--- src/rtl/convolution_tail_sum_defines.svh ---
// Assertion macros shared by the convolution tail sum RTL.
`ifndef CONVOLUTION_TAIL_SUM_DEFINES_SVH
`define CONVOLUTION_TAIL_SUM_DEFINES_SVH

// Same-cycle implication, sampled on clk_i, off while rst_ni is low.
`define CTS_ASSERT_IMP(lbl, ante, cons, msg) \
  lbl: assert property (@(posedge clk_i) disable iff (!rst_ni) (ante) |-> (cons)) \
    else $error(msg);

// Next-cycle implication, sampled on clk_i, off while rst_ni is low.
`define CTS_ASSERT_NXT(lbl, ante, cons, msg) \
  lbl: assert property (@(posedge clk_i) disable iff (!rst_ni) (ante) |=> (cons)) \
    else $error(msg);

`endif

--- src/rtl/cts_pkg.sv ---
// Types and constants of the convolution tail sum block.
package cts_pkg;

  localparam int CMD_W    = 3;
  localparam int VALUE_W  = 31;
  localparam int FREQ_W   = 16;
  localparam int THRESH_W = 32;
  localparam int SUM_W    = 48;
  localparam int STAT_W   = 2;

  localparam logic [CMD_W-1:0] CMD_CLEAR    = 3'd0;
  localparam logic [CMD_W-1:0] CMD_APPEND_A = 3'd1;
  localparam logic [CMD_W-1:0] CMD_APPEND_B = 3'd2;
  localparam logic [CMD_W-1:0] CMD_QUERY_AB = 3'd3;
  localparam logic [CMD_W-1:0] CMD_QUERY_AA = 3'd4;

  localparam logic [STAT_W-1:0] ST_OK    = 2'd0;
  localparam logic [STAT_W-1:0] ST_FULL  = 2'd1;
  localparam logic [STAT_W-1:0] ST_ORDER = 2'd2;

  typedef struct packed {
    logic [VALUE_W-1:0] value;
    logic [FREQ_W-1:0]  freq;
  } entry_t;

  // Controller to datapath.
  typedef struct packed {
    logic clear;
    logic append_a;
    logic append_b;
    logic start;
    logic self_query;
    logic scan;
    logic post_imm;
    logic post_sum;
  } cts_cmd_t;

  // Datapath to controller.
  typedef struct packed {
    logic x_empty;
    logic scan_done;
  } cts_stat_t;

endpackage

--- src/rtl/cts_ctrl.sv ---
// Command decoder, query sequencer and output handshake.
module cts_ctrl import cts_pkg::*; (
  input  logic             clk_i,
  input  logic             rst_ni,
  input  logic             in_valid_i,
  output logic             in_ready_o,
  input  logic [CMD_W-1:0] command_i,
  output logic             out_valid_o,
  input  logic             out_ready_i,
  input  cts_stat_t        stat_i,
  output cts_cmd_t         cmd_o
);

  localparam logic [1:0] S_IDLE  = 2'd0;
  localparam logic [1:0] S_SCAN  = 2'd1;
  localparam logic [1:0] S_DRAIN = 2'd2;
  localparam logic [1:0] S_POST  = 2'd3;

  logic [1:0] state_q, state_d;
  logic       out_valid_q, out_valid_d;
  logic       slot_free, accept;

  assign slot_free  = !out_valid_q || out_ready_i;
  assign in_ready_o = (state_q == S_IDLE) && slot_free;
  assign accept     = in_valid_i && in_ready_o;

  always_comb begin
    state_d = state_q;
    cmd_o   = '0;
    unique case (state_q)
      S_IDLE: begin
        if (accept) begin
          unique case (command_i) inside
            CMD_QUERY_AB, CMD_QUERY_AA: begin
              // empty A answers zero at once
              if (stat_i.x_empty) begin
                cmd_o.post_imm = 1'b1;
              end else begin
                cmd_o.start      = 1'b1;
                cmd_o.self_query = command_i == CMD_QUERY_AA;
                state_d          = S_SCAN;
              end
            end
            CMD_CLEAR: begin
              cmd_o.clear    = 1'b1;
              cmd_o.post_imm = 1'b1;
            end
            CMD_APPEND_A: begin
              cmd_o.append_a = 1'b1;
              cmd_o.post_imm = 1'b1;
            end
            CMD_APPEND_B: begin
              cmd_o.append_b = 1'b1;
              cmd_o.post_imm = 1'b1;
            end
            default: begin
              cmd_o.post_imm = 1'b1;
            end
          endcase
        end
      end
      S_SCAN: begin
        cmd_o.scan = 1'b1;
        if (stat_i.scan_done) state_d = S_DRAIN;
      end
      S_DRAIN: begin
        state_d = S_POST;
      end
      S_POST: begin
        if (slot_free) begin
          cmd_o.post_sum = 1'b1;
          state_d        = S_IDLE;
        end
      end
      default: begin
        state_d = S_IDLE;
      end
    endcase
  end

  always_comb begin
    out_valid_d = out_valid_q;
    if (cmd_o.post_imm || cmd_o.post_sum) begin
      out_valid_d = 1'b1;
    end else if (out_ready_i) begin
      out_valid_d = 1'b0;
    end
  end

  always_ff @(posedge clk_i or negedge rst_ni) begin
    if (!rst_ni) begin
      state_q     <= S_IDLE;
      out_valid_q <= 1'b0;
    end else begin
      state_q     <= state_d;
      out_valid_q <= out_valid_d;
    end
  end

  assign out_valid_o = out_valid_q;

endmodule

--- config.mk ---
export PLATFORM = sky130hd
export DESIGN_NAME = cts_ctrl
export DESIGN_NICKNAME = d
export VERILOG_FILES = /design/src/rtl/convolution_tail_sum_defines.svh /design/src/rtl/cts_pkg.sv /design/src/rtl/cts_ctrl.sv
export SDC_FILE = /design/constraint.sdc
export NUM_CORES = 1
export LEC_CHECK = 0
export ABC_CLOCK_PERIOD_IN_PS = 1600
export BUFFER_PORTS_ARGS = -buffer_cell sky130_fd_sc_hd__buf_2
export CAP_MARGIN = 10
export CORE_AREA = 2 2 39 41
export DETAILED_ROUTE_END_ITERATION = 6
export DIE_AREA = 0 0 41 43
export HOLD_SLACK_MARGIN = 0.12
export SYNTH_ARGS = -nofsm -noshare
export SYNTH_HDL_FRONTEND = slang
export SYNTH_SLANG_ARGS = --single-unit
export TNS_END_PERCENT = 1
--- constraint.sdc ---
create_clock -name clk_i -period 1.6 [get_ports clk_i]
set_input_delay 0.16 -clock clk_i [delete_from_list [all_inputs] [get_ports clk_i]]
set_output_delay 0.16 -clock clk_i [all_outputs]
set_load 0.1 [all_outputs]
==> results.cfg <==
[status]
violations = negative setup slack
status = complete, but fails checks

[cts]
tritoncts_buffers = 3
cts.root.buffer_cell = clkbuf_4
numClockSinks = 3
insertion_delay_ns = 0.23
clkSlewWorstSetupHoldPaths_ns = 0.04
clock_tree.buffer_depth = 2
cts_tree = yes
ctsHtreeMaxLevel = 1

[power_and_ir_drop]
sequentialPowerShare_pct = 10.4
fin_total_pwr_mw = 1.53
p_clk_share_pct = 8.6
power_density_mw_per_mm2 = 1920
static_leak_nw = 0.361
net_sw_share_pct = 53.5
combinational_power_share_pct = 81.0
switchingPower_mw = 0.818
p_int_mw = 0.711
irDropWorstVdd_uv = 1140

[finish]
num_antenna_cells = 0
layout.filler_cells = 121
final-instance-count-excl-fill = 85
syn2layout_area_growth_pct = 141
drive_gt1_share_pct = 73.9
postLayoutCoreUtil_pct = 57.4
final_cell_area_sq_um = 795
fin_nets = 84

[setup_path]
worstPathRequired_ns = 1.44
cp_top_family = simple AND/OR/NAND/NOR gates
slowest_stage = dfrtp_1
crit_type = register to primary output
end_kind = primary output
cp_max_fo = 6
worst_path_bufs_invs = 2
reg_to_reg_start = state_q[1]
cp.arrival_ns = 1.50
rr_endpoint = state_q[1]
path_cells = inv_2 > ha_4 > nand3_4 > nor4b_4 > buf_12
cp-start-kind = register
reg2regPathDepth = 6
reg2reg_setup_slack_ns = 0.08
worst_path_largest_cell_delay_ns = 0.38

[place]
dpl.cell_count = 75
half_perimeter_wire_length_of_the_detailed_placement_result_um = 760
final_replace_weighted_congestion = 0.686
placed_area_sq_um = 697
dpl_ws_ns = 0.0207
numPortBuffers = 18

[logic_synthesis]
synth_nets = 49
netlist_top_cells_area = dfrtp_1 (23%), ha_1 (19%), nand3_2 (6.1%), nor4b_1 (5.3%), nand4bb_2 (4.9%)
seq_area_frac_synth_pct = 22.8
synthCells = 35
yosys_warnings = 0
yosys-top-cells-count = ha_1 (5), dfrtp_1 (3), inv_1 (3)
synth.avg_cell_area_sq_um = 9.40
yosys.cell_types.count = 19
yosysTopAreaCellShare_pct = 22.8
synth-edff-count = 0
synth_top_area_cell = dfrtp_1
synthMostInstantiatedCell = ha_1
netlist_area_sq_um = 329
postSynth.topFlopCell = dfrtp_1
postSynth.asyncResetShare_pct = 100
ys_seq_elements = 3

[floorplanning]
core_sq_mm = 0.00138
design.portCount = 19
die_h_um = 43
initial_core_util_pct = 23.8
chipWidth_um = 41
die-area_sq_mm = 0.00176
total_number_of_placement_rows = 14

[sta]
setup_repair_after_global_routing_missed_its_margin = yes
setup_tns_ns = -0.136
achievable-frequency_ghz = 0.604
fin_hold_ws_ns = 0.254
hold_viol_final = 0
tightest_slew_ns = 0.487
setup_slack_ns = -0.0554
final.period_utilization_pct = 103
final.setup_skew_ns = 0.000648
period_minus_slack_ns = 1.66
setup_viol = 3
timing.slew.headroom_pct = 67.7
timing_max_transition_violations_final = 0

[route]
first_pass_iters = 2
top_layer_used = met3
met2_length_um = 558
post_drt_via_cell_ratio = 4.61
detailroute.via_count = 392
route.final.wire_length_um = 943
detail_route.wirelength.met1_um = 333
detailedRoute.firstIterationViolations = 1
final_antenna_net_count = 0
drc = 0
met3WireLength_um = 50
route.detailed.wl_per_inst_um = 11.1

[min_path]
class_of_the_tightest_hold_or_removal_check = input pin to async pin

[global_route]
globalRoute.totalOverflow = 0
grt_max_degree = 7
antenna_found_initial = 0
grt_use_total_pct = 13.3
grt_first_pass_wirelength_um = 1670
grt_pass1_vias = 411

[job]
max_cap_viol_count = 0
layout by cell type, fill, tap and decap left out, drive strengths merged, types with 3 or more instances in the layout:
cell type	count
nand3	3
dfrtp	3
ha	5
inv	3
buf	29
clkbuf	4
power groups by stage:
stage,clock network [mW],registers [mW],logic [mW]
6_report,0.131,0.160,1.24
5_1_grt,0.143,0.166,1.31
4_1_cts,0.140,0.159,1.23
3_5_place_dp,0,0.162,1.10
3_3_place_gp,0,0.159,1.09
2_1_floorplan,0,0.260,0.679
registers in the layout, summed over array words and instances (netlist names):
| name | flops |
|---|---|
| out_valid_o | 1 |
| state_q | 2 |
final cells by class:
type,count,area (sq um),area share [%]
multi-input cells,29,355,44.7
flip-flops and latches,3,78.8,9.92
repair buffers,30,303,38.1
well taps,16,20.0,2.52
clock buffers,4,26.3,3.31
inverters,3,11.3,1.42
routing by layer:
| metal | track usage (%) | vias to the layer above |
|---|---|---|
| met2 | 23.4 | 11 |
| met1 | 15.2 | 188 |
| met3 | 0.524 | 0 |
| met5 | 0 | - |
| met4 | 6.00 | 0 |
| li1 | - | 193 |
timing repair:
action                                  4_1_cts  5_1_grt
pin swaps                                     3        1
cloned                                        0        0
gates resized for setup                       4        2
endpoints found under the setup margin        6        8
endpoints found under the hold margin         3        0
hold buffers                                  1        0
buffers inserted                              5        0
how the worst max path moves through the flow:
stage                      startpoint  cells past startpoint       end  slack (ns)
final                      state_q[1]                      5  cmd_o[5]       -0.06
after global routing       state_q[1]                      5  cmd_o[5]       -0.14
after CTS                  state_q[1]                      5  cmd_o[6]       -0.11
after detailed placement   state_q[0]                      5  cmd_o[3]        0.02
after global placement     state_q[0]                      5  cmd_o[3]        0.06
after floorplan           out_valid_o                      3  cmd_o[3]       -0.59
cells by family after synthesis:
logic type | Yosys count | share of synthesized area, %
AO/OA/AOI/OAI | 3 | 4.56
flip-flops | 3 | 22.8
adder cells (fa/ha/maj) | 5 | 19.0
buffers and inverters | 3 | 3.42
multiplexers | 2 | 7.60
AND/OR/NAND/NOR | 19 | 42.6
Power figures use the tool's default switching activity.
